<file path="config.mk">
export PLATFORM = sky130hd
export DESIGN_NAME = bdce_lane
export DESIGN_NICKNAME = d
export VERILOG_FILES = /design/src/rtl/core/bdce_pkg.sv /design/src/rtl/core/bdce_lane.sv
export SDC_FILE = /design/constraint.sdc
export NUM_CORES = 2
export LEC_CHECK = 0
export BUFFER_PORTS_ARGS = -buffer_cell sky130_fd_sc_hd__buf_4
export CAP_MARGIN = 0
export CORE_ASPECT_RATIO = 2
export CORE_MARGIN = 5
export CORE_UTILIZATION = 35
export CTS_CLUSTER_DIAMETER = 50
export CTS_CLUSTER_SIZE = 40
export DETAILED_ROUTE_END_ITERATION = 8
export PLACE_DENSITY = 0.46
export REMOVE_ABC_BUFFERS = 1
export SLEW_MARGIN = 5
export SYNTH_ARGS = -nofsm -noshare
export SYNTH_HDL_FRONTEND = slang
export SYNTH_SLANG_ARGS = --single-unit
export TNS_END_PERCENT = 5
</file>
<file path="constraint.sdc">
create_clock -name clock -period 22.2 [get_ports clock]
set_input_delay 1.11 -clock clock [delete_from_list [all_inputs] [get_ports clock]]
set_output_delay 1.11 -clock clock [all_outputs]
set_load 0.1 [all_outputs]
</file>
<file path="src/rtl/core/bdce_pkg.sv">
// ----------------------------------------------------------------------------
// bdce_pkg
// shared types and constants for the bezier de casteljau engine
// ----------------------------------------------------------------------------
package bdce_pkg;

   // fixed field widths
   localparam int unsigned T_W      = 17;
   localparam int unsigned OP_W     = 2;
   localparam int unsigned PIDX_W   = 3;
   localparam int unsigned SEQ_W    = 6;
   localparam int unsigned PCNT_W   = 4;
   localparam int unsigned IDX_MAX_W = 4;    // enough for the largest point store
   localparam logic [T_W-1:0] T_ONE = 17'd65536;
   localparam logic [SEQ_W-1:0] SEQ_LAST = 6'd63;

   // operation codes
   typedef enum logic [OP_W-1:0] {
      OP_LOAD = 2'd0,
      OP_EVAL = 2'd1,
      OP_SAMPLE = 2'd2,
      OP_SPLIT = 2'd3
   } op_type;

   // register indexes
   localparam logic REG_POINT_COUNT = 1'b0;
   localparam logic REG_T_STEP      = 1'b1;

   // sequencer states
   typedef enum logic [3:0] {
      ST_IDLE  = 4'b0001,
      ST_LOAD  = 4'b0010,
      ST_RUN   = 4'b0100,
      ST_RIGHT = 4'b1000
   } state_type;

   // controls shared by all coordinate lanes
   typedef struct packed {
      logic                 load_we;
      logic [IDX_MAX_W-1:0] load_idx;
      logic                 copy;
      logic                 shift;
      logic                 capture;
      logic [IDX_MAX_W-1:0] wr_pos;
      logic                 rx_we;
      logic [IDX_MAX_W-1:0] rx_widx;
      logic [IDX_MAX_W-1:0] rx_ridx;
      logic [T_W-1:0]       t;
   } lane_ctl_type;

   // result beat control toward the merge stage
   typedef struct packed {
      logic             valid;
      logic             right;
      logic [SEQ_W-1:0] seq;
      logic             last;
   } emit_type;

endpackage

</file>
<file path="src/rtl/core/bdce_lane.sv">
// ----------------------------------------------------------------------------
// bdce_lane
// one coordinate lane: point store, triangle shift line, lerp unit
// ----------------------------------------------------------------------------
module bdce_lane #(
   parameter int unsigned MAX_POINTS = 8,
   parameter int unsigned COORD_BITS = 32
) (
   input  logic                        clock,
   input  logic                        reset,
   input  bdce_pkg::lane_ctl_type      ctl,
   input  logic signed [31:0]          load_val,
   output logic signed [COORD_BITS-1:0] head,
   output logic signed [COORD_BITS-1:0] rx_val
);
   import bdce_pkg::*;

   localparam int unsigned IDX_W = (MAX_POINTS > 2) ? $clog2(MAX_POINTS) : 1;

   logic signed [COORD_BITS-1:0]    store_ff [MAX_POINTS];
   logic signed [COORD_BITS-1:0]    w_ff     [MAX_POINTS];
   logic signed [COORD_BITS-1:0]    rx_ff    [MAX_POINTS];
   logic signed [COORD_BITS-1:0]    a_ff;
   logic signed [COORD_BITS+18:0]   prod_ff;
   logic signed [COORD_BITS+18:0]   prod_in;
   logic signed [COORD_BITS:0]      diff;
   logic signed [COORD_BITS-1:0]    res;
   logic signed [COORD_BITS-1:0]    load_coord;
   logic signed [63:0]              load_ext;
   logic                            wr_vld_ff;

   // loaded coordinate kept in COORD_BITS, two's complement
   assign load_ext   = {{32{load_val[31]}}, load_val};
   assign load_coord = load_ext[COORD_BITS-1:0];

   // lerp: a + floor((b - a) * t / 65536)
   assign diff    = {w_ff[1][COORD_BITS-1], w_ff[1]} - {w_ff[0][COORD_BITS-1], w_ff[0]};
   assign prod_in = diff * $signed({1'b0, ctl.t});
   assign res     = a_ff + prod_ff[COORD_BITS+15:16];

   assign head   = w_ff[0];
   assign rx_val = rx_ff[ctl.rx_ridx[IDX_W-1:0]];

   // control point store, cleared at reset
   always_ff @(posedge clock) begin
      if (reset) begin
         for (int j = 0; j < MAX_POINTS; j++) store_ff[j] <= '0;
      end else if (ctl.load_we) begin
         store_ff[ctl.load_idx[IDX_W-1:0]] <= load_coord;
      end
   end

   // multiply stage
   always_ff @(posedge clock) begin
      if (reset) begin
         wr_vld_ff <= 1'b0;
      end else begin
         wr_vld_ff <= ctl.capture;
      end
   end

   always_ff @(posedge clock) begin
      if (ctl.capture) begin
         a_ff    <= w_ff[0];
         prod_ff <= prod_in;
      end
   end

   // triangle shift line, results land at the level's tail
   always_ff @(posedge clock) begin
      if (ctl.copy) begin
         for (int j = 0; j < MAX_POINTS; j++) w_ff[j] <= store_ff[j];
      end else if (ctl.shift) begin
         for (int j = 0; j < MAX_POINTS - 1; j++) w_ff[j] <= w_ff[j+1];
         if (wr_vld_ff) w_ff[ctl.wr_pos[IDX_W-1:0]] <= res;
      end
   end

   // right subcurve points, one per level
   always_ff @(posedge clock) begin
      if (ctl.rx_we) rx_ff[ctl.rx_widx[IDX_W-1:0]] <= w_ff[0];
   end

endmodule

</file>
Yosys cells after proc, flatten, opt, wreduce, memory -nomap -nowiden:

Memories as Yosys holds them, arrays and structs flattened.
Cells that the tools add are included.

* bits in registers: 81
* memory bits (writable): 768
* bits of input ports: 72
* output and inout port bits: 64
* logic and storage cells: 47
* memories: 3

Memory list
* rx_ff: depth 8, bits a word 32, rd ports 1, clocked after memory_dff 0, wr ports 1, RTL line bdce_lane.sv:22 `logic signed [COORD_BITS-1:0] rx_ff [MAX_POINTS];`
* store_ff: depth 8, bits a word 32, rd ports 8, clocked after memory_dff 0, wr ports 8, RTL line bdce_lane.sv:20 `logic signed [COORD_BITS-1:0] store_ff [MAX_POINTS];`
* w_ff: depth 8, bits a word 32, rd ports 8, clocked after memory_dff 0, wr ports 8, RTL line bdce_lane.sv:21 `logic signed [COORD_BITS-1:0] w_ff [MAX_POINTS];`

* add/sub/neg operators: 2
* multipliers: 1
* muxes and demuxes: 29
* bitwise logic cells: 7
* reduce and logical (&&, ||, !) cells: 2

Operator list (number)
* two-way mux 32 bit: 9
* OR reduction 32 bit: 2
* multiplier 33 x 18 -> 48 bit: 1
* subtractor 32 x 32 -> 33 bit: 1
* adder 32 bit: 1
* two-way mux 1 bit: 18
* OR 1 bit: 7
* two-way mux 3 bit: 2

Depth between registers and ports, before layout:

* depth in word-level cells: 6
* depth in mapped cells: 35
* depth with buffers taken out: 35

Least setup slack after synthesis:

No wires, ideal clock.

* kind: reg2reg
* start point: memory w_ff[0][1]
* end point: register prod_ff[40], data pin
* setup time: 259 ps
* arrival: 8898 ps
* required time: 21941 ps
* setup slack: 13043 ps
* stages on the path, launching flop included: 32
* buffers on the path: 1
* period minus slack after synthesis: 9157 ps
* cell sequence: edfxtp_1 -> inv_1 -> ha_1 -> nor2b_1 -> o211ai_1 -> a32oi_1 -> a211o_1 -> a21o_1 -> a21oi_1 -> xnor2_1 -> clkbuf_1 -> nand2_1 -> fa_1 -> fa_1 -> fa_1 -> inv_1 -> fa_1 -> fa_1 -> inv_1 -> fa_1 -> inv_1 -> ha_1 -> a2111oi_2 -> o21ai_1 -> a32o_1 -> a31o_1 -> a221o_1 -> a311o_1 -> a21oi_4 -> inv_2 -> a31o_1 -> xor2_1

RTL lines
* from (decl): RTL line bdce_lane.sv:21
* to (signal assigned): RTL line bdce_lane.sv:65 `prod_ff <= prod_in;`
* to (decl): RTL line bdce_lane.sv:24 `logic signed [COORD_BITS+18:0] prod_ff;`

==> summary.md <==
### STA
- 9.99 ns — final critical path time including I/O delays and setup
- 0 — Slew Limit Fails
- false — setup repair after global routing missed its margin
- 0 ns — Fin Setup TNS
- 0 — setup violators final
- 0.0213 ns — Clock Skew
- 1.12 ns — Worst Max-Slew Pin Slew
- 12.21 ns — setup ws final
- 0.249 — remaining max-slew budget at the tightest pin
- 0 — Final Hold Vio Count
- 0.534 ns — Worst Hold Slack
- 100 MHz — timing-limited maximum frequency
- 0.450 — portion of the clock cycle consumed by the worst path in the final layout

### CTS
- 0.64 ns — clk_lat worst skew
- 0 — postcts setup bufs
- 3 — Clock Path Buffers
- done — TritonCTS clock tree
- sky130_fd_sc_hd__clkbuf_16 — CTS Root Buffer Type
- 0 — count of instances resized after the clock tree is built
- 2 — count of H-tree levels built during CTS
- 833 — CTS sink count
- 42 — number of buffers added by the clock tree synthesis step
- 0.10 ns — CTS clk-pin slew, worst paths
- 0 — CTS hold repair buffers

### Routing
- 5 — number of iterations in the first detailed-routing pass
- 34900 — via count
- 1731 — Iter 0 DRT Violations
- 22.3 um — Routed wire per std cell
- 157000 um — sum of routed wire length over all layers
- 4.95 — via-per-instance ratio
- 0 — Antenna Violating Nets Remaining
- 0 — remaining design rule violation count

### Worst setup path
- w_ff[0][0]$_DFFE_PP_ — reg-to-reg critical path startpoint
- sky130_fd_sc_hd__or3_1 — slowest cell on the critical path
- flop — kind of start point of the critical path
- reg -> reg — worst setup path class
- 17 — maximum fanout count along the critical path
- 22.55 ns — WP data required
- 29 — Crit path depth
- 0.75 ns — worst stage delay on the critical path
- adder cells — cell family with most CP delay
- 10.34 ns — data arrival at the endpoint of the critical path
- flop — endpoint type of the worst setup path
- 29 — Reg2Reg Depth
- 12.21 ns — slack of the worst reg-to-reg path
- 1 — buffers plus inverters on the worst setup path
- sky130_fd_sc_hd__fa_1 — cell seen most often among critical-path stages
- w_ff[0][0]$_DFFE_PP_ — launching element of the worst setup path
- prod_ff[47]$_DFFE_PP_ — Reg2Reg Capture Point
- prod_ff[47]$_DFFE_PP_ — CP Capture Point

### Worst hold path
- reg -> reg — path category of the worst min-delay check

### Job
- 0 — Max-Cap Viols

### Logic synthesis
- 0 — synthesis warning total
- 833 — #FFs+latches synth
- 4939 — number of standard cells after synthesis
- 0.446 — top cell type's share of synthesized area
- 0.447 — sequential area share after synthesis
- sky130_fd_sc_hd__edfxtp_1 — post-synth top area cell
- 11.3 um^2 — mean post-synth cell area
- sky130_fd_sc_hd__edfxtp_1 — predominant post-synthesis flop cell
- 77 — number of unique standard cell types used by synthesis
- 0.0560 mm^2 — cell area after technology mapping
- 832 — EDFF count, synth
- sky130_fd_sc_hd__edfxtp_1 45%, sky130_fd_sc_hd__fa_1 18%, sky130_fd_sc_hd__and2_1 5.7% — most area-consuming cells after synthesis
- 0 — Post-synth ARST share

### Finish
- 5691 — count of nets after finishing
- 8.52% — Layout area overhead
- sky130_fd_sc_hd__edfxtp_1 — most common library cell in the layout ignoring fill and taps
- 0.0909 — share of post-route cells with drive strength above 1
- 832 x sky130_fd_sc_hd__edfxtp_1, 752 x sky130_fd_sc_hd__nand2_1, 648 x sky130_fd_sc_hd__inv_1, 516 x sky130_fd_sc_hd__fa_1, 512 x sky130_fd_sc_hd__and2_1 — commonest cells after routing, fill and taps aside
- 7054 — Layout Cells excl Fill

### Floorplanning
- 293 um — die boundary width
- 136 — IO Count
- 576 um — Die Ht
- 0.159 mm^2 — Placeable Area
- 207 — Row Count
- 0.169 mm^2 — die footprint
- 0.352 — starting density of the core

### Global route
- 0.186 — Global Route Usage Sum
- 37400 — via count of the first global-routing pass
- 182 — largest net degree at the start of global routing
- 238000 um — first-pass GRT wire length
- 0 — total global routing overflow
- 3 — number of antenna violations at the first check in global routing

### Place
- 115000 um — Detailed Place HPWL
- 12.11 ns — setup slack after placement
- 131 — number of input and output port buffers inserted
- 6976 — number of placed instances with taps included
- 0.814 — final weighted congestion in routability-driven placement

### Run status
- finished clean — status

-- worst min-delay path: stages, from the launching register on --
cell and delay (ns):
sky130_fd_sc_hd__edfxtp_1 0.33, sky130_fd_sc_hd__nand2_1 0.04, sky130_fd_sc_hd__o21ai_0 0.05
-- state kept, by name, summed over array words and instances (netlist names) --
register,flops
rx_ff,256
prod_ff,32
wr_vld_ff,1
w_ff,256
a_ff,32
store_ff,256
-- per-stage QoR --
step	area, um^2	utilization
finish	60800	0.382
global placement	59300	0.373
CTS	60800	0.382
detailed placement	59300	0.373
floorplan	55000	-
global route	60800	0.382
-- cells in the mapped netlist, types with 15 or more instances --
master	number
sky130_fd_sc_hd__mux2_2	50
sky130_fd_sc_hd__and3_1	110
sky130_fd_sc_hd__a211oi_1	24
sky130_fd_sc_hd__a21o_1	50
sky130_fd_sc_hd__a21oi_1	178
sky130_fd_sc_hd__a31oi_1	84
sky130_fd_sc_hd__mux4_2	64
sky130_fd_sc_hd__xnor2_1	68
sky130_fd_sc_hd__nor2b_1	68
sky130_fd_sc_hd__xor2_1	26
sky130_fd_sc_hd__nand2b_1	32
sky130_fd_sc_hd__ha_1	173
sky130_fd_sc_hd__nand3_1	28
sky130_fd_sc_hd__fa_1	516
sky130_fd_sc_hd__clkbuf_1	231
sky130_fd_sc_hd__and2_1	512
sky130_fd_sc_hd__o21ai_0	69
sky130_fd_sc_hd__nor2_1	167
sky130_fd_sc_hd__edfxtp_1	832
sky130_fd_sc_hd__buf_1	18
sky130_fd_sc_hd__nand2_1	757
sky130_fd_sc_hd__inv_1	648
sky130_fd_sc_hd__o21a_1	27
sky130_fd_sc_hd__or2_2	15
sky130_fd_sc_hd__nor3_1	22
sky130_fd_sc_hd__mux2i_1	36
-- layer usage --
metal / vias up / global-route usage / wire length, um
met1: 17900 / 0.209 / 58500
li1: 16300 / - / -
met2: 559 / 0.372 / 89700
met3: 187 / 0.0150 / 4420
met4: 4 / 0.0510 / 4650
met5: - / 0 / 34
-- logic make-up after synthesis --
family	synth area share
flip-flops	0.447
XOR/XNOR	0.0147
adder cells (fa/ha/maj)	0.223
AO/OA/AOI/OAI	0.0590
buffers and inverters	0.0607
multiplexers	0.0422
AND/OR/NAND/NOR	0.154
-- layout make-up --
cell class | count | area (um^2)
fillers | 15600 | 98300
multi-input cells | 3202 | 27700
flip-flops and latches | 833 | 25000
well taps | 2090 | 2620
inverters | 650 | 2440
repair buffers | 201 | 1520
clock buffers | 45 | 1090
clock inverters | 32 | 350
diodes | 1 | 2.50
-- worst min path at each step --
| stage | from | cells past startpoint | to | slack [ns] |
|---|---|---|---|---|
| floorplan | store_ff[7][20]$_SDFFCE_PN0P_ | 2 | w_ff[7][20]$_DFFE_PP_ | 0.49 |
| global placement | store_ff[7][10]$_SDFFCE_PN0P_ | 2 | w_ff[7][10]$_DFFE_PP_ | 0.50 |
| detailed placement | store_ff[7][16]$_SDFFCE_PN0P_ | 2 | w_ff[7][16]$_DFFE_PP_ | 0.51 |
| CTS | store_ff[7][16]$_SDFFCE_PN0P_ | 2 | w_ff[7][16]$_DFFE_PP_ | 0.54 |
| global route | store_ff[7][29]$_SDFFCE_PN0P_ | 2 | w_ff[7][29]$_DFFE_PP_ | 0.55 |
| finish | store_ff[7][23]$_SDFFCE_PN0P_ | 2 | w_ff[7][23]$_DFFE_PP_ | 0.53 |
Power is not shown: default switching activity piles up to over one toggle a cycle in this logic, so the estimate is an artifact.
