## src/rtl/core/bdce_pkg.sv

```systemverilog
// ----------------------------------------------------------------------------
// bdce_pkg
// shared types and constants for the bezier de casteljau engine
// ----------------------------------------------------------------------------
package bdce_pkg;

   // fixed field widths
   localparam int unsigned T_W      = 17;
   localparam int unsigned OP_W     = 2;
   localparam int unsigned PIDX_W   = 3;
   localparam int unsigned SEQ_W    = 6;
   localparam int unsigned PCNT_W   = 4;
   localparam int unsigned IDX_MAX_W = 4;    // enough for the largest point store
   localparam logic [T_W-1:0] T_ONE = 17'd65536;
   localparam logic [SEQ_W-1:0] SEQ_LAST = 6'd63;

   // operation codes
   typedef enum logic [OP_W-1:0] {
      OP_LOAD = 2'd0,
      OP_EVAL = 2'd1,
      OP_SAMPLE = 2'd2,
      OP_SPLIT = 2'd3
   } op_type;

   // register indexes
   localparam logic REG_POINT_COUNT = 1'b0;
   localparam logic REG_T_STEP      = 1'b1;

   // sequencer states
   typedef enum logic [3:0] {
      ST_IDLE  = 4'b0001,
      ST_LOAD  = 4'b0010,
      ST_RUN   = 4'b0100,
      ST_RIGHT = 4'b1000
   } state_type;

   // controls shared by all coordinate lanes
   typedef struct packed {
      logic                 load_we;
      logic [IDX_MAX_W-1:0] load_idx;
      logic                 copy;
      logic                 shift;
      logic                 capture;
      logic [IDX_MAX_W-1:0] wr_pos;
      logic                 rx_we;
      logic [IDX_MAX_W-1:0] rx_widx;
      logic [IDX_MAX_W-1:0] rx_ridx;
      logic [T_W-1:0]       t;
   } lane_ctl_type;

   // result beat control toward the merge stage
   typedef struct packed {
      logic             valid;
      logic             right;
      logic [SEQ_W-1:0] seq;
      logic             last;
   } emit_type;

endpackage

```

## src/rtl/core/bdce_ctrl.sv

```systemverilog
// ----------------------------------------------------------------------------
// bdce_ctrl
// sequencer: registers, triangle levels, sample stepping, subdivide order
// ----------------------------------------------------------------------------
module bdce_ctrl #(
   parameter int unsigned MAX_POINTS = 8
) (
   input  logic                         clock,
   input  logic                         reset,
   input  logic                         start,
   output logic                         busy,
   input  logic [bdce_pkg::OP_W-1:0]    req_op,
   input  logic [bdce_pkg::PIDX_W-1:0]  req_point_index,
   input  logic [bdce_pkg::T_W-1:0]     req_t_a,
   input  logic [bdce_pkg::T_W-1:0]     req_t_b,
   input  logic                         csr_we,
   input  logic                         csr_index,
   input  logic [bdce_pkg::T_W-1:0]     csr_wdata,
   output bdce_pkg::lane_ctl_type       ctl,
   output bdce_pkg::emit_type           emit
);
   import bdce_pkg::*;

   localparam int unsigned IDX_W = (MAX_POINTS > 2) ? $clog2(MAX_POINTS) : 1;
   localparam int unsigned CNT_W = $clog2(MAX_POINTS + 1);

   state_type         state_ff, state_in;
   op_type            op_ff, op_in;
   logic [T_W:0]      t_ff, t_in, next_t;
   logic [T_W-1:0]    tb_ff, tb_in;
   logic [T_W-1:0]    step_ff, step_in;
   logic [CNT_W-1:0]  n_ff, n_in, len_ff, len_in, cyc_ff, cyc_in, n_clamp;
   logic [IDX_W-1:0]  lv_ff, lv_in;
   logic [SEQ_W-1:0]  seq_ff, seq_in;
   logic [PCNT_W-1:0] pcnt_ff;
   logic [T_W-1:0]    tstep_ff;
   logic [T_W-1:0]    ta_sat, tb_sat;
   logic              head_cyc, last_cyc, apex, run_last;

   // configuration registers
   always_ff @(posedge clock) begin
      if (reset) begin
         pcnt_ff  <= PCNT_W'(3);
         tstep_ff <= T_W'(6554);
      end else if (csr_we) begin
         unique case (csr_index)
            REG_POINT_COUNT: pcnt_ff  <= csr_wdata[PCNT_W-1:0];
            REG_T_STEP:      tstep_ff <= csr_wdata;
            default:         ;
         endcase
      end
   end

   assign ta_sat = (req_t_a > T_ONE) ? T_ONE : req_t_a;
   assign tb_sat = (req_t_b > T_ONE) ? T_ONE : req_t_b;

   always_comb begin
      if (32'(pcnt_ff) < 2)               n_clamp = CNT_W'(2);
      else if (32'(pcnt_ff) > MAX_POINTS) n_clamp = CNT_W'(MAX_POINTS);
      else                                n_clamp = CNT_W'(pcnt_ff);
   end

   assign busy     = (state_ff != ST_IDLE);
   assign next_t   = t_ff + {1'b0, step_ff};
   assign head_cyc = (cyc_ff == '0);
   assign last_cyc = (cyc_ff == len_ff - CNT_W'(1));
   assign apex     = (len_ff == CNT_W'(1));
   assign run_last = (op_ff == OP_EVAL) || (next_t > {1'b0, tb_ff}) || (seq_ff == SEQ_LAST);

   // sequencer
   always_comb begin
      state_in = state_ff;
      op_in    = op_ff;
      t_in     = t_ff;
      tb_in    = tb_ff;
      step_in  = step_ff;
      n_in     = n_ff;
      len_in   = len_ff;
      cyc_in   = cyc_ff;
      lv_in    = lv_ff;
      seq_in   = seq_ff;
      ctl          = '0;
      ctl.load_idx = IDX_MAX_W'(req_point_index);
      ctl.wr_pos   = IDX_MAX_W'(len_ff - CNT_W'(2));
      ctl.rx_widx  = IDX_MAX_W'(lv_ff);
      ctl.rx_ridx  = IDX_MAX_W'(lv_ff);
      ctl.t        = t_ff[T_W-1:0];
      emit     = '0;
      emit.seq = seq_ff;
      unique case (state_ff)
         ST_IDLE: begin
            if (start) begin
               op_in   = op_type'(req_op);
               t_in    = {1'b0, ta_sat};
               tb_in   = tb_sat;
               step_in = (tstep_ff == '0) ? T_W'(1) : tstep_ff;
               n_in    = n_clamp;
               seq_in  = '0;
               priority if (op_type'(req_op) == OP_LOAD) begin
                  ctl.load_we = (32'(req_point_index) < MAX_POINTS);
               end else if (op_type'(req_op) == OP_SAMPLE && ta_sat > tb_sat) begin
                  state_in = ST_IDLE;
               end else begin
                  state_in = ST_LOAD;
               end
            end
         end
         ST_LOAD: begin
            ctl.copy = 1'b1;
            len_in   = n_ff;
            cyc_in   = '0;
            lv_in    = '0;
            state_in = ST_RUN;
         end
         ST_RUN: begin
            ctl.shift   = 1'b1;
            ctl.capture = (cyc_ff < len_ff - CNT_W'(1));
            // result beats
            if (op_ff == OP_SPLIT) begin
               emit.valid = head_cyc;
               ctl.rx_we  = last_cyc;
            end else begin
               emit.valid = apex;
               emit.last  = run_last;
            end
            if (emit.valid) seq_in = seq_ff + SEQ_W'(1);
            // level and sample advance
            if (last_cyc) begin
               if (apex) begin
                  priority if (op_ff == OP_SPLIT) begin
                     lv_in    = IDX_W'(n_ff - CNT_W'(1));
                     state_in = ST_RIGHT;
                  end else if (run_last) begin
                     state_in = ST_IDLE;
                  end else begin
                     t_in     = next_t;
                     state_in = ST_LOAD;
                  end
               end else begin
                  len_in = len_ff - CNT_W'(1);
                  cyc_in = '0;
                  lv_in  = lv_ff + IDX_W'(1);
               end
            end else begin
               cyc_in = cyc_ff + CNT_W'(1);
            end
         end
         ST_RIGHT: begin
            emit.valid = 1'b1;
            emit.right = 1'b1;
            emit.last  = (lv_ff == '0);
            seq_in     = seq_ff + SEQ_W'(1);
            lv_in      = lv_ff - IDX_W'(1);
            if (lv_ff == '0) state_in = ST_IDLE;
         end
         default: state_in = ST_IDLE;
      endcase
   end

   always_ff @(posedge clock) begin
      if (reset) begin
         state_ff <= ST_IDLE;
      end else begin
         state_ff <= state_in;
      end
   end

   always_ff @(posedge clock) begin
      op_ff   <= op_in;
      t_ff    <= t_in;
      tb_ff   <= tb_in;
      step_ff <= step_in;
      n_ff    <= n_in;
      len_ff  <= len_in;
      cyc_ff  <= cyc_in;
      lv_ff   <= lv_in;
      seq_ff  <= seq_in;
   end

endmodule

```

## config.mk

```make
export PLATFORM = sky130hd
export DESIGN_NAME = bdce_ctrl
export DESIGN_NICKNAME = d
export VERILOG_FILES = /design/src/rtl/core/bdce_pkg.sv /design/src/rtl/core/bdce_ctrl.sv
export SDC_FILE = /design/constraint.sdc
export NUM_CORES = 1
export LEC_CHECK = 0
export ABC_AREA = 1
export BUFFER_PORTS_ARGS = -buffer_cell sky130_fd_sc_hd__buf_2
export CORE_MARGIN = 2
export CORE_UTILIZATION = 57
export DETAILED_ROUTE_END_ITERATION = 10
export PLACE_DENSITY = 0.81
export SKIP_CTS_REPAIR_TIMING = 1
export SYNTH_ARGS = -nofsm -noshare
export SYNTH_HDL_FRONTEND = slang
export SYNTH_SLANG_ARGS = --single-unit
```

## constraint.sdc

```tcl
create_clock -name clock -period 5.65 [get_ports clock]
set_input_delay 1.13 -clock clock [delete_from_list [all_inputs] [get_ports clock]]
set_output_delay 1.13 -clock clock [all_outputs]
set_load 0.02 [all_outputs]
```

# Word level (Yosys, flattened, before mapping)
# Cells that the tools add are included.
# W data, S select, Z words.
dict set report totals {
  ff_bits 100
  inputBits 61
  output_inout_bits 48
  elab_cells 116
}
dict set report classes {
  add_sub_neg 8
  n_lt_le_gt_ge 7
  eq_ne 22
  mux 44
  bitwise 1
  n_reduce_logical 21
}
# op n
set op_table {}
lappend op_table {{$mux W18} 5}
lappend op_table {{$mux W4} 11}
lappend op_table {{$pmux W18 S2} 1}
lappend op_table {{$gt A17 B17 Y1 const B} 2}
lappend op_table {{$mux W17} 2}
lappend op_table {{$add A18 B17 Y18} 1}
lappend op_table {{$gt A18 B17 Y1} 1}
lappend op_table {{$ne A2 B2 Y1 const B} 9}
lappend op_table {{$pmux W6 S3} 1}
lappend op_table {{$gt A17 B17 Y1} 1}
lappend op_table {{$logic_not A17 Y1} 1}
lappend op_table {{$pmux W4 S2} 2}
lappend op_table {{$pmux W4 S4} 1}
lappend op_table {{$mux W6} 2}
lappend op_table {{$mux W1} 10}
lappend op_table {{$mux W3} 3}
lappend op_table {{$pmux W3 S3} 1}
lappend op_table {{$reduce_and A3 Y1} 3}
lappend op_table {{$eq A4 B1 Y1 const B} 2}
lappend op_table {{$reduce_and A2 Y1} 4}
lappend op_table {{$add A6 B1 Y6 const B} 1}
lappend op_table {{$eq A6 B6 Y1 const B} 1}
lappend op_table {{$mux W2} 3}
lappend op_table {{$ne A3 B3 Y1 const B} 2}
lappend op_table {{other kinds (27)} 33}

# Longest topological paths before layout
dict set report depth {
  word_depth 9
  ltp_mapped 30
  depth_no_buf 30
}

# Least setup slack after synthesis
# No wires, ideal clock.
dict set report synth_path {
  path_kind {register to output}
  start {register t_ff[0]}
  end {output emit[0] (netlist name)}
  arrival_time_ns 3.052
  required_time_ns 4.520
  setup_slack_ns 1.468
  path_stages_with_launch 29
  n_path_buf 0
  path_cell_list {edfxtp_1 > ha_1 > fa_1 > nand2_1 > nand2_1 > o21ai_2 > o21ai_2 > nand2_2 > nand2_2 > nand2_2 > nand2_2 > nand2_2 > nand2_2 > xor2_2 > ha_1 > nand2_1 > nor2_1 > inv_1 > nor2_1 > nand2_1 > nand2_1 > nand2_1 > nand2_1 > nand2_1 > nand2_1 > nand2_1 > nand3_2 > nand3_2 > o31ai_1}
}
# element line
set synth_lines {}
lappend synth_lines {{start: declaration} bdce_ctrl.sv:29} ;# logic [T_W:0] t_ff, t_in, next_t;
lappend synth_lines {{start signal: assignment} bdce_ctrl.sv:170} ;# t_ff <= t_in;
lappend synth_lines {{end: declaration} bdce_ctrl.sv:20} ;# output bdce_pkg::emit_type emit

==> impl_metrics.yaml <==
placed_design:
  placed_cell_area_sq_mm: 0.00699
  gp_congestion: 0.979
  dpl.hpwl_um: 11800
  port_buffers: 99
  dp_cells: 988
  pre_cts_ws_ns: 1.05
routing:
  wl_um: 14700
  drt_first_pass_iters: 5
  avgRoutedWirePerCell_um: 14.6
  vias: 5326
  drc: 0
  vias_per_cell: 5.30
  drtIter0Drc: 422
  ant_nets: 0
final_layout:
  multi_input_area_sq_mm: 0.00305
  nets: 984
  fillers: 976
  seqCellArea_sq_mm: 0.00275
  final_cell_mix: "160 x nand2_1, 128 x inv_1, 99 x buf_2, 83 x nor2_1, 75 x edfxtp_1"
  layout_commonest_cell: "nand2_1"
  area_growth_pct: 10.6
  drive_gt1_share_pct: 16.6
  finalNonFillerCells: 1004
  final_area_sq_mm: 0.00729
  diodes: 0
global_route:
  grt_overflow_total: 0
  antenna_found_initial: 0
  grt_pass1_vias: 4922
  grtUsageTotal_pct: 24.0
  grt_pass1_wl_um: 24200
  grt_max_degree: 41
critical_path:
  crit_top_cell: "nand2_1"
  crit_fanout: 3
  end_kind: "output port"
  critPathLaunchType: "flop"
  cp_slowest_cell: "fa_1"
  slowest_delay_ns: 0.43
  cp_data_required_time_ns: 4.52
  worst-setup-path-type: "reg2out"
  rrSetupSlack_ns: 1.75
  ff2ff_path_depth: 30
  arrival_ns: 3.87
timing:
  layout_setup_ws_ns: 0.650
  drv_slew: 0
  worst_pin_slew_ns: 1.19
  final.min_clock_period_ns: 5.00
  setup_viol: 0
  rsz0062_at_grt: "false"
  finClkSkew_ns: 0.00926
  max-slew-margin-rel_pct: 20.4
  tns_ns: 0
  hold_viol: 0
  max_freq_ghz: 0.200
  fin_crit_sh_pct: 88.5
clock_network:
  htreeDepth: 3
  root_buffer: "clkbuf_16"
  clkLatencyLatePin_ns: 0.35
  cts-buffers-inserted: 9
  clkTransAtPathRegs_ns: 0.08
  cts_tree: "built"
  cts_num_sinks: 100
  clockBufferDepth: 2
floorplanning:
  num_rows: 39
  die_x_um: 112
  dieArea_sq_mm: 0.0124
  core-area_sq_mm: 0.0114
  ioPinCount: 109
  die_y_um: 112
  initial_core_util_pct: 58.0
power:
  power_uw: 2780
  p_seq_share_pct: 36.3
  power_frac_clock_pct: 22.3
  internal_power_uw: 1660
  power.density_mw_per_mm2: 381
  switching_share_pct: 40.3
  peakVddDrop_uv: 215
  p_leak_uw: 0.00369
  power_frac_comb_pct: 41.4
  p_switching_uw: 1120
logic_synthesis:
  syn_inst: 797
  avgSynthCellArea_sq_um: 8.27
  syn_area_sq_mm: 0.00659
  ys_types: 48
  synth_seq_cells: 100
  yosysSeqAreaShare_pct: 41.8
  yosysWarnings: 0
min_path:
  hold-path-cell-count: 0
  hp-class: "reg2reg"
job:
  maxCapViolations: 0
status:
  status: "complete, no violations"
## layout make-up
class / instances / area share, %
repair buffers: 101 / 7.00
clock buffers: 9 / 3.09
flip-flops and latches: 100 / 37.8
well taps: 143 / 2.45
clock inverters: 7 / 1.01
multi-input cells: 512 / 41.9
inverters: 132 / 6.80
## cell families (layout without fill, tap and decap cells)
kind of cell    Yosys count  count (layout)  share of synthesized area, %
other cells               1               3                        0.0569
buf+inv                 187             249                          12.2
compound gates           97              97                          9.02
fa+ha+maj                67              67                          12.8
xor+xnor                 23              23                          3.17
flops                   100             100                          41.8
simple gates            322             322                          20.9
## Yosys cell counts, drive strengths merged
cell type,n,area share (%)
a2111oi,1,0.13
a21boi,1,0.17
a21o,3,0.34
a21oi,37,3.0
a221oi,1,0.13
a311oi,1,0.13
a31oi,1,0.095
and2,1,0.095
and3,1,0.095
buf,29,3.2
clkbuf,26,1.5
clkinv,2,0.11
conb,1,0.057
dfxtp,25,7.6
edfxtp,75,34
fa,1,0.30
ha,66,13
inv,130,7.4
nand2,168,9.9
nand3,29,2.4
nand4,15,1.4
nor2,85,4.9
nor3,7,0.61
nor3b,1,0.11
nor4,14,1.3
o2111ai,1,0.13
o211a,2,0.30
o211ai,2,0.23
o21a,1,0.11
o21ai,39,3.1
o21bai,3,0.57
o221ai,2,0.27
o31ai,2,0.23
or2,1,0.095
xnor2,7,0.93
xor2,16,2.2
## per-stage QoR
stage | utilization [%] | hold WS, ns
after global routing | 64.1 | 0.485
after detailed placement | 61.5 | 0.456
after CTS | 64.1 | 0.473
after global placement | 61.5 | 0.440
final | 64.1 | 0.474
after floorplan | - | 0.437
## power by group through the flow
stage	Clock [uW]	Sequential [uW]	Combinational [uW]
after global placement	0	1020	1120
after global routing	656	1020	1300
after detailed placement	0	1020	1130
after CTS	627	1010	1140
after floorplan	0	1020	882
final	620	1010	1150
## worst max-delay path: cells and delay by family, from the launching register on
family / cells / cell delay, ns
AOI/OAI and AO/OA: 3 / 0.29
xor gates and xnor gates: 1 / 0.16
adders and majority gates: 3 / 0.97
buffers and inverters: 2 / 0.26
DFF: 1 / 0.39
and+or+nand+nor: 20 / 1.47
## worst paths after layout
kind                                                start                         to
worst min register to register  tstep_ff[16]$_SDFFE_PP0P_  step_ff[16]$_SDFFCE_PN0P_
worst max-delay path                    t_ff[0]$_DFFE_PP_                    emit[0]
worst min-delay path            tstep_ff[16]$_SDFFE_PP0P_  step_ff[16]$_SDFFCE_PN0P_
worst max register to register          t_ff[0]$_DFFE_PP_          t_ff[4]$_DFFE_PP_
## registers in the layout, summed over array words and instances, names as in the netlist
name	count
step_ff	17
seq_ff	6
state_ff	4
t_ff	18
cyc_ff	4
len_ff	4
tstep_ff	17
op_ff	2
tb_ff	17
pcnt_ff	4
lv_ff	3
n_ff	4
## metal layers
| metal | global-route usage (%) | up-vias | part of all wire, % |
|---|---|---|---|
| li1 | - | 2696 | - |
| met2 | 37.8 | 200 | 45 |
| met3 | 3.16 | 15 | 6.8 |
| met1 | 35.2 | 2415 | 47 |
| met5 | 0 | - | 0 |
| met4 | 6.50 | 0 | 1.3 |
Note: power is estimated with default switching activity, not from simulation.
