==> config.mk <==
export PLATFORM = sky130hd
export DESIGN_NAME = bdce_merge
export DESIGN_NICKNAME = d
export VERILOG_FILES = /design/src/rtl/core/bdce_pkg.sv /design/src/rtl/core/bdce_merge.sv
export SDC_FILE = /design/constraint.sdc
export NUM_CORES = 1
export LEC_CHECK = 0
export BUFFER_PORTS_ARGS = -buffer_cell sky130_fd_sc_hd__buf_2
export CORE_AREA = 2 2 118 120
export DETAILED_ROUTE_END_ITERATION = 16
export DIE_AREA = 0 0 120 122
export HOLD_SLACK_MARGIN = 0.1
export PLACE_DENSITY = 0.64
export SLEW_MARGIN = 30
export SYNTH_ARGS = -nofsm -noshare
export SYNTH_HDL_FRONTEND = slang
export SYNTH_SLANG_ARGS = --single-unit
==> constraint.sdc <==
create_clock -name clock -period 1.6 [get_ports clock]
set_input_delay 0.32 -clock clock [delete_from_list [all_inputs] [get_ports clock]]
set_output_delay 0.32 -clock clock [all_outputs]
set_load 0.005 [all_outputs]
==> src/rtl/core/bdce_pkg.sv <==
// ----------------------------------------------------------------------------
// bdce_pkg
// shared types and constants for the bezier de casteljau engine
// ----------------------------------------------------------------------------
package bdce_pkg;

   // fixed field widths
   localparam int unsigned T_W      = 17;
   localparam int unsigned OP_W     = 2;
   localparam int unsigned PIDX_W   = 3;
   localparam int unsigned SEQ_W    = 6;
   localparam int unsigned PCNT_W   = 4;
   localparam int unsigned IDX_MAX_W = 4;    // enough for the largest point store
   localparam logic [T_W-1:0] T_ONE = 17'd65536;
   localparam logic [SEQ_W-1:0] SEQ_LAST = 6'd63;

   // operation codes
   typedef enum logic [OP_W-1:0] {
      OP_LOAD = 2'd0,
      OP_EVAL = 2'd1,
      OP_SAMPLE = 2'd2,
      OP_SPLIT = 2'd3
   } op_type;

   // register indexes
   localparam logic REG_POINT_COUNT = 1'b0;
   localparam logic REG_T_STEP      = 1'b1;

   // sequencer states
   typedef enum logic [3:0] {
      ST_IDLE  = 4'b0001,
      ST_LOAD  = 4'b0010,
      ST_RUN   = 4'b0100,
      ST_RIGHT = 4'b1000
   } state_type;

   // controls shared by all coordinate lanes
   typedef struct packed {
      logic                 load_we;
      logic [IDX_MAX_W-1:0] load_idx;
      logic                 copy;
      logic                 shift;
      logic                 capture;
      logic [IDX_MAX_W-1:0] wr_pos;
      logic                 rx_we;
      logic [IDX_MAX_W-1:0] rx_widx;
      logic [IDX_MAX_W-1:0] rx_ridx;
      logic [T_W-1:0]       t;
   } lane_ctl_type;

   // result beat control toward the merge stage
   typedef struct packed {
      logic             valid;
      logic             right;
      logic [SEQ_W-1:0] seq;
      logic             last;
   } emit_type;

endpackage

==> src/rtl/core/bdce_merge.sv <==
// ----------------------------------------------------------------------------
// bdce_merge
// merge stage: picks each lane's point and registers the result beat
// ----------------------------------------------------------------------------
module bdce_merge #(
   parameter int unsigned COORD_BITS = 32
) (
   input  logic                          clock,
   input  logic                          reset,
   input  bdce_pkg::emit_type            emit,
   input  logic signed [COORD_BITS-1:0]  head_x,
   input  logic signed [COORD_BITS-1:0]  head_y,
   input  logic signed [COORD_BITS-1:0]  head_z,
   input  logic signed [COORD_BITS-1:0]  rx_x,
   input  logic signed [COORD_BITS-1:0]  rx_y,
   input  logic signed [COORD_BITS-1:0]  rx_z,
   output logic                          rsp_valid,
   output logic signed [31:0]            rsp_out_x,
   output logic signed [31:0]            rsp_out_y,
   output logic signed [31:0]            rsp_out_z,
   output logic                          rsp_half,
   output logic [bdce_pkg::SEQ_W-1:0]    rsp_seq,
   output logic                          rsp_last
);
   import bdce_pkg::*;

   logic signed [COORD_BITS-1:0] sx, sy, sz;
   logic signed [63:0]           ex, ey, ez;

   // select the lane source, then fit to 32 bits
   assign sx = emit.right ? rx_x : head_x;
   assign sy = emit.right ? rx_y : head_y;
   assign sz = emit.right ? rx_z : head_z;
   assign ex = {{(64-COORD_BITS){sx[COORD_BITS-1]}}, sx};
   assign ey = {{(64-COORD_BITS){sy[COORD_BITS-1]}}, sy};
   assign ez = {{(64-COORD_BITS){sz[COORD_BITS-1]}}, sz};

   always_ff @(posedge clock) begin
      if (reset) begin
         rsp_valid <= 1'b0;
      end else begin
         rsp_valid <= emit.valid;
      end
   end

   always_ff @(posedge clock) begin
      rsp_out_x <= ex[31:0];
      rsp_out_y <= ey[31:0];
      rsp_out_z <= ez[31:0];
      rsp_half  <= emit.right;
      rsp_seq   <= emit.seq;
      rsp_last  <= emit.last;
   end

endmodule

Word level (Yosys, flattened, before mapping)
Index checks and enable logic that the tools add are counted.

Multiplexer cells: 3.

Operators by type and width (number): $mux 32 (3).

Flip-flop bits (word level): 105. Output and inout port bits: 105. Logic and storage cells: 10.

Longest topological paths before layout
Gate-level depths: netlist of run 1.

Word-level depth: 1. Gate-level depth with buffers: 4. Mapped depth without buffers: 1.

Worst setup path before layout of run 1
No wires, ideal clock.

Kind: input -> register. Start point: input emit[7] (netlist name). End point: register rsp_out_y[20]. Data arrival time: 991 ps. Path slack: 488 ps. Stages: 4. Path buffers: 3. Cells stage by stage: buf_6 -> buf_8 -> buf_12 -> mux2_4.

Cells in the longest elaborated chain, start to end: 1.

RTL lines: start, declared (line bdce_merge.sv:10) `input bdce_pkg::emit_type emit,`; $mux 32 (line bdce_merge.sv:32) `assign sy = emit.right ? rx_y : head_y;`; net sy[20] (line bdce_merge.sv:27) `logic signed [COORD_BITS-1:0] sx, sy, sz;`; end signal, assigned (line bdce_merge.sv:48) `rsp_out_y <= ey[31:0];`; end, declared (line bdce_merge.sv:19) `output logic signed [31:0] rsp_out_y,`.

The timed path passes the listed nets, and every way through them passes these cells. A chain may end at the register's enable or synchronous reset.

Final worst setup path of run 1
Start point: register rsp_out_x[13]. End point: output rsp_out_x[13].

RTL lines: start, declared (line bdce_merge.sv:18) `output logic signed [31:0] rsp_out_x,`; start signal, assigned (line bdce_merge.sv:47) `rsp_out_x <= ex[31:0];`.

No word-level cell between the ends.

==> results of run 1 <==
## kinds of logic (layout without fill, tap and decap cells)
logic type	count (synthesis)	in the layout
DFF	105	105
muxes	96	96
buffers and inverters	11	332
and+or+nand+nor	1	1
## cell usage in the layout, fill, tap and decap left out
master	count
sky130_fd_sc_hd__clkbuf_8	1
sky130_fd_sc_hd__buf_2	306
sky130_fd_sc_hd__clkbuf_16	9
sky130_fd_sc_hd__mux2_2	56
sky130_fd_sc_hd__dlygate4sd3_1	7
sky130_fd_sc_hd__inv_6	1
sky130_fd_sc_hd__bufinv_16	2
sky130_fd_sc_hd__dfxtp_1	105
sky130_fd_sc_hd__buf_12	2
sky130_fd_sc_hd__buf_4	1
sky130_fd_sc_hd__mux2_4	40
sky130_fd_sc_hd__clkinv_4	1
sky130_fd_sc_hd__nor2b_1	1
sky130_fd_sc_hd__clkinv_2	1
sky130_fd_sc_hd__clkinvlp_4	1
## registers in the layout (all words and copies together) (netlist names)
name,count
rsp_half,1
rsp_valid,1
rsp_out_x,32
rsp_seq,6
rsp_out_y,32
rsp_out_z,32
rsp_last,1
## final timing paths
kind	slack, ps	startpoint	depth (start not counted)	endpoint
min	140	reset	2	rsp_valid
max	460	rsp_out_x[13]	1	rsp_out_x[13]
## report_power, final
part | internal [W] | total [W] | switching, W
logic | 0.000538 | 0.000814 | 0.000276
clock network | 0.00142 | 0.00234 | 0.000920
registers | 0.00282 | 0.00287 | 0.0000473
total | 0.00477 | 0.00602 | 0.00124
## stage by stage
step	util	total power, W
final	0.410	0.00602
after detailed placement	0.381	0.00374
after global placement	0.381	0.00372
after CTS	0.410	0.00614
after global routing	0.410	0.00633
after floorplan	-	0.00328
## metal layers
metal | part of all wire | global-route usage | vias up
met5 | 0 | 0 | -
met4 | 0.024 | 0.0618 | 0
met3 | 0.11 | 0.0463 | 13
met2 | 0.50 | 0.203 | 179
met1 | 0.36 | 0.110 | 1235
li1 | - | - | 1364
## synthesized netlist by cell type (all sizes together)
| library cell | number |
|---|---|
| buf | 11 |
| dfxtp | 105 |
| mux2 | 96 |
| nor2b | 1 |
## repair_timing
action                                 in CTS  in global routing
hold buffers                                7                  0
endpoints found under the hold margin       7                  0
buffers inserted                            0                  0
## layout make-up
| class | count | area share |
|---|---|---|
| clock inverters | 6 | 0.0163 |
| well taps | 180 | 0.0406 |
| flip-flops and latches | 105 | 0.379 |
| multi-input cells | 97 | 0.223 |
| clock buffers | 10 | 0.0431 |
| repair buffers | 316 | 0.298 |
==> results_tabular.tex, run 1 <==
\begin{tabular}{lr}
\hline
Metric & Value \\
\hline
\multicolumn{2}{l}{\textbf{Outcome}} \\
Result of the run & finished, final reports clean \\
\multicolumn{2}{l}{\textbf{Synth}} \\
Area share of and/or/nand/nor cells after synthesis & 0.00180 \\
Multiplexer share of the synthesized area & 0.355 \\
Area contributors post-synth & sky130\_fd\_sc\_hd\_\_dfxtp\_1, sky130\_fd\_sc\_hd\_\_mux2\_2, sky130\_fd\_sc\_hd\_\_mux2\_4 \\
Unique masters post-synth & 8 \\
Synthesized-area fraction occupied by ao, oa, aoi and oai cells & 0 \\
Most area-hungry cell type in the Yosys netlist & sky130\_fd\_sc\_hd\_\_dfxtp\_1 \\
Gate count of the mapped netlist & $\sim$210 \\
Top cell type's share of synthesized area & 0.606 \\
Post-synthesis register bit count & 105 \\
Synth Cell Area & 3470 µm² \\
Largest family of logic cells by synthesized area & multiplexers \\
Xor/xnor cell area share of the yosys netlist & 0 \\
Post-synth net total & between 400 and 500 \\
Post-Syn Area per Cell & 16.3 µm² \\
Adder-cell area share of the yosys netlist & 0 \\
Fraction of the yosys area taken by sequential cells & 0.606 \\
Total number of yosys warnings & 0 \\
\multicolumn{2}{l}{\textbf{Cells and area}} \\
Share of final-layout standard cells stronger than drive strength 1 & 0.788 \\
FF+latch area & 2100 µm² \\
Signed area change from the synthesized netlist to the final layout & 59.7\% \\
\# fillers & 1303 \\
Final layout net count & 732 \\
Combined area of the multi-input logic cells & about 1200 µm² \\
Finished Layout Cells & 714 \\
Area of all placed cells without fillers & between 5000 and 6000 µm² \\
Antenna cell count & 0 \\
\multicolumn{2}{l}{\textbf{Floorplanning}} \\
Number of top-level pins & 308 \\
\# rows & 43 \\
Area of the die & 14600 µm² \\
Height of the chip & 122 µm \\
Horizontal die dimension & 120 µm \\
Total core area & around 14000 µm² \\
Starting density of the core & 0.257 \\
\multicolumn{2}{l}{\textbf{Global routing}} \\
Antenna violations before repair & 0 \\
Wire length of the first global-routing pass & 12700 µm \\
Via count of the first global-routing pass & 2802 \\
Final global-route overflow total & 0 \\
Maximum number of pins on one net before global-route repair & 52 \\
Overall track demand over capacity in global routing & 0.113 \\
\multicolumn{2}{l}{\textbf{CTS}} \\
Sinks on the clock net & 105 \\
Buffer depth of the longest clock path & 2 \\
CTS clk-pin slew, worst paths & about 70 ps \\
Count of cells resized by post-cts repair & 0 \\
Total CTS buffers & 9 \\
CTS tree & built \\
Root buf cell & sky130\_fd\_sc\_hd\_\_clkbuf\_16 \\
H-Tree Level Count & 3 \\
\multicolumn{2}{l}{\textbf{Critical path}} \\
Worst endpoint required time & 1280 ps \\
Delay contributed by the slowest stage of the critical path & 350 ps \\
Setup crit end kind & primary output \\
Slowest stage cell on the critical path & sky130\_fd\_sc\_hd\_\_dfxtp\_1 \\
Worst setup path class & reg -> out \\
Biggest fanout along the worst timing path & 1 \\
Series of cell instances along the critical path & buf\_2 \\
Top Family by Delay on Critical Path & flip-flops \\
CP arrival & 820 ps \\
Number of buffers and inverters on the critical path & 1 \\
Startpoint type of the worst setup path & flip-flop \\
\multicolumn{2}{l}{\textbf{Routing}} \\
Via-per-instance ratio & between 3 and 4 \\
Iteration-0 DRC count of the detailed router & 36 \\
Routed WL & a little under 9000 µm \\
\# DRC & 0 \\
Remaining number of nets flagged by the antenna check after routing & 0 \\
DR pass1 iterations & 3 \\
WL/cell & 12.4 µm \\
Vias & 2791 \\
\multicolumn{2}{l}{\textbf{Timing}} \\
Final hold slack & 139 ps \\
Final worst-path cycle share & 0.710 \\
Number of endpoints failing setup at the final stage & 0 \\
Pins over their slew limit & 0 \\
Max-Slew Margin vs Limit & 0.788 \\
Final worst-path setup slack & 464 ps \\
Measured slew at the worst slew-check pin & 318 ps \\
Total negative setup slack & 0 ps \\
Final hold violation count & 0 \\
Highest achievable clock rate & 880 MHz \\
Final Critical Period & 1140 ps \\
RSZ-0062 raised after global routing & false \\
\multicolumn{2}{l}{\textbf{Placement}} \\
Routability congestion estimate & 0.707 \\
Post-DP Area & 5140 µm² \\
Pre-CTS setup slack & 346 ps \\
Detail Placement HPWL & around 7200 µm \\
Cell count after placement & 691 \\
Number of buffers added on ports & 307 \\
\multicolumn{2}{l}{\textbf{Min path}} \\
Path class of the lowest-slack min-delay path & in -> reg \\
\multicolumn{2}{l}{\textbf{Power and ir drop}} \\
Peak supply drop & slightly above 500 µV \\
Static Leakage & between 2 and 3 nW \\
PwrDens & about 1100 nW/µm² \\
\multicolumn{2}{l}{\textbf{Run}} \\
Max-cap violations & 0 \\
\hline
\end{tabular}
No activity file was read; power rests on OpenSTA's default activity.
==> run 2, diff against run 1 <==
CORE_AREA = 2 2 121 123   (was 2 2 118 120)
DIE_AREA = 0 0 123 125   (was 0 0 120 122)
clock period = 1 ns   (was 1.6 ns; I/O delays follow)
==> run 2 against run 1 <==
Effect of this change:
- synthesized area stayed put
- synthesized cell count unchanged
- the run now fails in clock tree synthesis (4_1_cts)
==> results_tabular.tex, run 2 <==
\begin{tabular}{lr}
\hline
Metric & Value \\
\hline
\multicolumn{2}{l}{\textbf{Outcome}} \\
Result of the run & aborted with a tool error \\
Stage reached & clock tree synthesis (4\_1\_cts) \\
Error that stopped the run & [ERROR RSZ-0060] Max buffer count reached. \\
\multicolumn{2}{l}{\textbf{Synth}} \\
Dominant cell by count in the synthesized netlist & sky130\_fd\_sc\_hd\_\_dfxtp\_1 \\
Most used flip-flop cell after synthesis & sky130\_fd\_sc\_hd\_\_dfxtp\_1 \\
Ranking of synthesized cells by instance count & sky130\_fd\_sc\_hd\_\_dfxtp\_1, sky130\_fd\_sc\_hd\_\_mux2\_2, sky130\_fd\_sc\_hd\_\_mux2\_4 \\
Total number of yosys warnings & 0 (unchanged) \\
Post-Syn Area per Cell & 16.3 µm² (unchanged) \\
Top cell type's share of synthesized area & 0.606 (unchanged) \\
Most area-hungry cell type in the Yosys netlist & sky130\_fd\_sc\_hd\_\_dfxtp\_1 \\
Gate count of the mapped netlist & 213 (unchanged) \\
Area contributors post-synth & sky130\_fd\_sc\_hd\_\_dfxtp\_1, sky130\_fd\_sc\_hd\_\_mux2\_2, sky130\_fd\_sc\_hd\_\_mux2\_4 \\
Post-synthesis register bit count & 105 (unchanged) \\
Async set-or-reset flop fraction in the synthesized netlist & 0 (unchanged) \\
Synth Cell Area & 3470 µm² (unchanged) \\
Unique masters post-synth & 8 (unchanged) \\
Number of enable-type register cells in the synthesized netlist & 0 (unchanged) \\
Fraction of the yosys area taken by sequential cells & 0.606 (unchanged) \\
Post-synth net total & 416 (unchanged) \\
\multicolumn{2}{l}{\textbf{CTS}} \\
Buffer depth of the longest clock path & 2 (unchanged) \\
H-Tree Level Count & 3 (unchanged) \\
Count of cells resized by post-cts repair & 17 (+17) \\
Number of post-CTS setup repair buffers & 0 (unchanged) \\
Root buf cell & sky130\_fd\_sc\_hd\_\_clkbuf\_16 \\
Sinks on the clock net & 105 (unchanged) \\
Hold-fix buffers at CTS & 143 (+136) \\
Total CTS buffers & 9 (unchanged) \\
\multicolumn{2}{l}{\textbf{Placement}} \\
Detail Placement HPWL & 7700 µm (+6.9\%) \\
Number of buffers added on ports & 307 (unchanged) \\
Routability congestion estimate & 0.826 (+17\%) \\
Pre-CTS setup slack & -130 ps (-477 ps) \\
\multicolumn{2}{l}{\textbf{Floorplanning}} \\
Horizontal die dimension & 123 µm (+2.5\%) \\
Height of the chip & 125 µm (+2.5\%) \\
Starting density of the core & 0.244 (-0.0127) \\
Number of top-level pins & 308 (unchanged) \\
\# rows & 44 (+2.3\%) \\
\hline
\end{tabular}
run 2: cell counts after synthesis:
Identical to the previous run, type by type.
run 2: cell families after synthesis:
kind of cell / after synthesis / synth area share
AND/OR/NAND/NOR: 1 / 0.00180
buffers and inverters: 11 / 0.0378
multiplexers: 96 / 0.355
flip-flops: 105 / 0.606
run 2: through the flow:
| stage | instance area, µm² | setup TNS, ps | cells | hold WS (ps) |
|---|---|---|---|---|
| after floorplan | 3470 | 0 | 213 | 228 |
| after global placement | 5160 | -6750 | 696 | 303 |
| after detailed placement | 5160 | -8180 | 696 | 306 |
==> run 3, diff against run 2 <==
CORE_AREA = 2 2 119 121   (was 2 2 121 123)
DIE_AREA = 0 0 121 123   (was 0 0 123 125)
HOLD_SLACK_MARGIN = not set   (was 0.1)
PLACE_DENSITY = not set   (was 0.64)
PLACE_DENSITY_LB_ADDON = 0.15   (was not set)
clock period = 1.3 ns   (was 1 ns; I/O delays follow)
==> run 3 against run 2 <==
Effect of this change:
- the run now ends clean
==> results_tabular.tex, run 3 (synthesis gave the netlist of run 1 again) <==
\begin{tabular}{lr}
\hline
Metric & Value \\
\hline
\multicolumn{2}{l}{\textbf{Cells and area}} \\
Antenna cell count & 0 \\
Finished Layout Cells & 719 \\
Commonest non-fill, non-tap cells in the layout & sky130\_fd\_sc\_hd\_\_buf\_2, sky130\_fd\_sc\_hd\_\_dfxtp\_1, sky130\_fd\_sc\_hd\_\_mux2\_2 \\
Largest registers ranked by flip-flop count & rsp\_out\_x: 32 flops, rsp\_out\_y: 32 flops, rsp\_out\_z: 32 flops \\
Share of final-layout standard cells stronger than drive strength 1 & 0.790 \\
Most frequent standard cell in the layout excluding fill and tap cells & sky130\_fd\_sc\_hd\_\_buf\_2 \\
Area of all placed cells without fillers & 5550 µm² \\
\# fillers & around 1400 \\
Final layout net count & 737 \\
Utilization of the core after routing & 0.408 \\
Signed area change from the synthesized netlist to the final layout & 59.8\% \\
\multicolumn{2}{l}{\textbf{Critical path}} \\
Launch point of the critical path & rsp\_out\_y[14] \\
Worst setup path class & reg -> out \\
Setup crit end kind & primary output \\
Startpoint type of the worst setup path & flip-flop \\
Slowest stage cell on the critical path & sky130\_fd\_sc\_hd\_\_dfxtp\_1 \\
Series of cell instances along the critical path & buf\_2 \\
Biggest fanout along the worst timing path & 1 \\
Delay contributed by the slowest stage of the critical path & $\sim$320 ps \\
Top Family by Delay on Critical Path & flip-flops \\
Number of buffers and inverters on the critical path & 1 \\
Worst endpoint required time & 1040 ps \\
CP arrival & 780 ps \\
\multicolumn{2}{l}{\textbf{Placement}} \\
Number of buffers added on ports & 307 (unchanged) \\
Detail Placement HPWL & 7810 µm (+1.5\%) \\
Routability congestion estimate & 0.713 (-14\%) \\
Cell count after placement & 698 (+0.29\%) \\
Post-DP Area & 5210 µm² (+1.0\%) \\
\multicolumn{2}{l}{\textbf{Floorplanning}} \\
\# rows & 43 (-2.3\%) \\
Area of the die & 14900 µm² \\
Horizontal die dimension & 121 µm (-1.6\%) \\
Total core area & 13600 µm² \\
Height of the chip & 123 µm (-1.6\%) \\
Starting density of the core & 0.255 (+0.0106) \\
Number of top-level pins & 308 (unchanged) \\
\multicolumn{2}{l}{\textbf{CTS}} \\
CTS tree & built \\
Root buf cell & sky130\_fd\_sc\_hd\_\_clkbuf\_16 \\
Total CTS buffers & 9 (unchanged) \\
H-Tree Level Count & 3 (unchanged) \\
Sinks on the clock net & 105 (unchanged) \\
Count of cells resized by post-cts repair & 0 (-17) \\
Buffer depth of the longest clock path & 2 (unchanged) \\
Number of post-CTS setup repair buffers & 0 (unchanged) \\
CTS clk-pin slew, worst paths & around 70 ps \\
\multicolumn{2}{l}{\textbf{Min path}} \\
Min-Delay Path Depth & 1 \\
Path class of the lowest-slack min-delay path & in -> reg \\
Startpoint of the tightest hold check path & emit[5] \\
Hold path endpoint & rsp\_seq[4] \\
\multicolumn{2}{l}{\textbf{Timing}} \\
Number of endpoints failing setup at the final stage & 0 \\
Highest achievable clock rate & between 900 and 1000 MHz \\
Final Critical Period & 1040 ps \\
Max-Slew Margin vs Limit & 0.793 \\
Pins over their slew limit & 0 \\
Final worst-path cycle share & 0.798 \\
Measured slew at the worst slew-check pin & roughly 310 ps \\
Total negative setup slack & 0 ps \\
RSZ-0062 raised after global routing & false \\
Final hold violation count & 0 \\
\multicolumn{2}{l}{\textbf{Routing}} \\
\# DRC & 0 \\
Via-per-instance ratio & 3.94 \\
DR pass1 iterations & 4 \\
Vias & between 2000 and 3000 \\
Iteration-0 DRC count of the detailed router & 43 \\
Routed WL & 9670 µm \\
WL/cell & 13.4 µm \\
Remaining number of nets flagged by the antenna check after routing & 0 \\
\multicolumn{2}{l}{\textbf{Power and ir drop}} \\
Peak supply drop & just under 700 µV \\
PwrDens & 1300 nW/µm² \\
Static Leakage & 2.86 nW \\
\multicolumn{2}{l}{\textbf{Outcome}} \\
Result of the run & finished, final reports clean \\
\multicolumn{2}{l}{\textbf{Run}} \\
Max-cap violations & 0 \\
\multicolumn{2}{l}{\textbf{Global routing}} \\
Via count of the first global-routing pass & 2830 \\
Maximum number of pins on one net before global-route repair & 50 \\
Antenna violations before repair & 0 \\
Final global-route overflow total & 0 \\
Wire length of the first global-routing pass & 13600 µm \\
Overall track demand over capacity in global routing & 0.121 \\
\hline
\end{tabular}
==> run 3: how the worst max path moves through the flow <==
stage / to / cells past startpoint
3_3_place_gp: rsp_out_z[31] / 3
4_1_cts: rsp_out_z[22] / 1
6_report: rsp_out_y[14] / 1
3_5_place_dp: rsp_out_y[11] / 3
2_1_floorplan: rsp_out_y[20] / 4
5_1_grt: rsp_out_y[26] / 1
==> run 3: through the flow <==
stage / setup slack, ps / hold WS (ps) / total power (W)
floorplan: 248 / 288 / 0.00403
global placement: 135 / 363 / 0.00460
detailed placement: 120 / 364 / 0.00462
CTS: 227 / 0.0555 / 0.00735
global route: 209 / 7.42 / 0.00759
finish: 263 / 25.3 / 0.00719
==> run 3: layer usage <==
| metal | track usage | wire length, µm | vias to the layer above |
|---|---|---|---|
| met1 | 0.108 | 3130 | 1273 |
| met2 | 0.234 | 5160 | 177 |
| met4 | 0.0436 | 97 | 0 |
| met5 | 0 | 0 | - |
| met3 | 0.0600 | 1280 | 5 |
| li1 | - | - | 1376 |
==> run 3: power breakdown <==
group | internal, W | leakage [nW] | switching, W
clock network | 0.00149 | 0.139 | 0.00117
registers | 0.00347 | 0.886 | 0.0000531
logic | 0.000675 | 1.84 | 0.000340
==> run 3: what timing repair did <==
action                                 in CTS  in global routing
endpoints found under the hold margin       3                  2
hold buffers                                3                  2
setup endpoints to repair                   0                  0
==> run 3: layout make-up <==
class / instances / area, µm² / area share
Sequential cell: 105 / 2100 / 0.379
Timing Repair Buffer: 321 / 1690 / 0.305
Multi-Input combinational cell: 97 / 1240 / 0.223
Clock buffer: 11 / 233 / 0.0419
Tap cell: 180 / 225 / 0.0406
Clock inverter: 5 / 56.3 / 0.0101
==> run 4, diff against run 3 <==
clock period = 1.1 ns   (was 1.3 ns; I/O delays follow)
==> run 4 against run 3 <==
Effect of this change:
- worst setup slack lost 170 ps
- global-route usage shrank 0.12 points
- die area is the same
- sequential share of layout area shrank 0.26 points
- hold slack lost 0.72 ps
- via count is essentially flat
- sequential power grew 18%
- critical path type unchanged
- largest cell class unchanged
==> results_tabular.tex, run 4 (synthesis gave the netlist of run 1 again) <==
\begin{tabular}{lr}
\hline
Metric & Value \\
\hline
\multicolumn{2}{l}{\textbf{Routing}} \\
Vias & 2829 (-0.071\%) \\
Remaining number of nets flagged by the antenna check after routing & 0 (unchanged) \\
Routed WL & 9470 µm (-2.0\%) \\
DR pass1 iterations & 3 (-1) \\
Via-per-instance ratio & 3.92 (-0.49\%) \\
Iteration-0 DRC count of the detailed router & 44 (+2.3\%) \\
WL/cell & 13.1 µm (-2.4\%) \\
\# DRC & 0 (unchanged) \\
\multicolumn{2}{l}{\textbf{Cells and area}} \\
Finished Layout Cells & 722 (+0.42\%) \\
Largest registers ranked by flip-flop count & rsp\_out\_x: 32 flops, rsp\_out\_y: 32 flops, rsp\_out\_z: 32 flops \\
Most frequent standard cell in the layout excluding fill and tap cells & sky130\_fd\_sc\_hd\_\_buf\_2 \\
Share of final-layout standard cells stronger than drive strength 1 & 0.790 (about the same) \\
Signed area change from the synthesized netlist to the final layout & 61.0\% \\
Commonest non-fill, non-tap cells in the layout & sky130\_fd\_sc\_hd\_\_buf\_2, sky130\_fd\_sc\_hd\_\_dfxtp\_1, sky130\_fd\_sc\_hd\_\_mux2\_2 \\
Area of all placed cells without fillers & 5590 µm² (+0.70\%) \\
Final layout net count & 742 (+0.68\%) \\
Antenna cell count & 0 (unchanged) \\
\multicolumn{2}{l}{\textbf{Placement}} \\
Cell count after placement & 701 (+0.43\%) \\
Pre-CTS setup slack & -38.1 ps (-158 ps) \\
Post-DP Area & 5230 µm² (+0.43\%) \\
Routability congestion estimate & 0.720 (+1.0\%) \\
Number of buffers added on ports & 307 (unchanged) \\
Detail Placement HPWL & 7680 µm (-1.7\%) \\
\multicolumn{2}{l}{\textbf{Global routing}} \\
Wire length of the first global-routing pass & 13400 µm (-1.3\%) \\
Met1 usage in global routing & 0.112 (+0.00365) \\
GR Layer Usage met2 & 0.221 (-0.0130) \\
Overall track demand over capacity in global routing & 0.120 (-0.00120) \\
M3 GR Usage & 0.0498 (-0.0101) \\
Maximum number of pins on one net before global-route repair & 50 (unchanged) \\
Busiest layer in global routing & met2 \\
Via count of the first global-routing pass & 2783 (-1.7\%) \\
Final global-route overflow total & 0 (unchanged) \\
Antenna violations before repair & 0 (unchanged) \\
\multicolumn{2}{l}{\textbf{Critical path}} \\
Slowest stage cell on the critical path & sky130\_fd\_sc\_hd\_\_dfxtp\_1 \\
Setup crit end kind & primary output \\
Worst setup path class & reg -> out \\
Biggest fanout along the worst timing path & 1 (unchanged) \\
Worst endpoint required time & 880 ps (-160 ps) \\
Startpoint type of the worst setup path & flip-flop \\
CP arrival & 780 ps (about the same) \\
Delay contributed by the slowest stage of the critical path & 330 ps (about the same) \\
Series of cell instances along the critical path & buf\_2 \\
Top Family by Delay on Critical Path & flip-flops \\
Number of buffers and inverters on the critical path & 1 (unchanged) \\
\multicolumn{2}{l}{\textbf{Run}} \\
Max-cap violations & 0 (unchanged) \\
\multicolumn{2}{l}{\textbf{Power and ir drop}} \\
Static Leakage & 2.88 nW (+0.72\%) \\
PwrDens & 1520 nW/µm² (+17\%) \\
Total Power Consumption & 0.00850 W (+18\%) \\
Peak supply drop & 580 µV (-16\%) \\
\multicolumn{2}{l}{\textbf{CTS}} \\
H-Tree Level Count & 3 (unchanged) \\
Root buf cell & sky130\_fd\_sc\_hd\_\_clkbuf\_16 \\
CTS clk-pin slew, worst paths & 70 ps (about the same) \\
Total CTS buffers & 9 (unchanged) \\
CTS tree & built \\
Count of cells resized by post-cts repair & 0 (unchanged) \\
Sinks on the clock net & 105 (unchanged) \\
Buffer depth of the longest clock path & 2 (unchanged) \\
\multicolumn{2}{l}{\textbf{Timing}} \\
Number of endpoints failing setup at the final stage & 0 (unchanged) \\
Final hold violation count & 0 (unchanged) \\
Pins over their slew limit & 0 (unchanged) \\
Final Critical Period & 1000 ps \\
Measured slew at the worst slew-check pin & 310 ps (-1.05 ps) \\
RSZ-0062 raised after global routing & false \\
Final worst-path setup slack & 96.1 ps (-167 ps) \\
Max-Slew Margin vs Limit & 0.794 (about the same) \\
Final worst-path cycle share & 0.913 \\
Highest achievable clock rate & 996 MHz \\
\multicolumn{2}{l}{\textbf{Floorplanning}} \\
Starting density of the core & 0.255 (unchanged) \\
Total core area & 13600 µm² (unchanged) \\
Number of top-level pins & 308 (unchanged) \\
\# rows & 43 (unchanged) \\
Area of the die & 14900 µm² (unchanged) \\
Horizontal die dimension & 121 µm (unchanged) \\
Height of the chip & 123 µm (unchanged) \\
\multicolumn{2}{l}{\textbf{Outcome}} \\
Result of the run & finished, final reports clean \\
\multicolumn{2}{l}{\textbf{Min path}} \\
Startpoint of the tightest hold check path & reset \\
Path class of the lowest-slack min-delay path & in -> reg \\
Min-Delay Path Depth & 2 (+1) \\
Hold path endpoint & rsp\_valid \\
\hline
\end{tabular}
## run 4: changes by cell type in the layout (fill, tap and decap cells not counted), sizes merged
| cell | previous run | this run |
|---|---|---|
| dlygate4sd3 | 5 | 7 |
| buf | 316 | 319 |
| clkinv | 3 | 1 |
## run 4: repair_timing
item,4_1_cts,5_1_grt
hold buffers,7,0
setup endpoints to repair,0,0
hold endpoints to repair,7,0
setup buffers,0,0
## run 4: per-stage QoR
step	TNS, ps	hold slack [ps]	utilization
global placement	-441	323	0.384
detailed placement	-1040	324	0.384
finish	0	24.6	0.410
global route	0	12.7	0.410
floorplan	0	248	-
CTS	0	2.08	0.410
## run 4: area by class of cell
cell class / count / area [µm²]
clock buffers: 11 / 243
clock inverters: 3 / 42.5
fillers: 1333 / 8030
multi-input cells: 97 / 1240
flip-flops and latches: 105 / 2100
well taps: 180 / 225
repair buffers: 326 / 1740
## run 4: worst max-delay path by stage
stage	from	endpoint	slack (ps)	cells past startpoint
after floorplan	emit[7]	rsp_out_y[20]	90	4
after global placement	emit[7]	rsp_out_z[31]	-20	3
after detailed placement	emit[7]	rsp_out_z[31]	-40	3
after CTS	rsp_out_z[22]	rsp_out_z[22]	50	1
after global routing	rsp_out_z[27]	rsp_out_z[27]	60	1
final	rsp_out_z[22]	rsp_out_z[22]	100	1
## run 4: per-layer routing
layer,wire (µm),up-vias,share of wire
met1,3030,1254,0.32
met2,4990,177,0.53
li1,-,1386,-
met3,1240,12,0.13
met4,203,0,0.021
met5,0,-,0
## run 4: report_power, final
group          internal [W]  switching (W)  leakage [nW]
logic              0.000809       0.000401          1.86
registers           0.00410      0.0000624         0.886
clock network       0.00180        0.00133         0.137
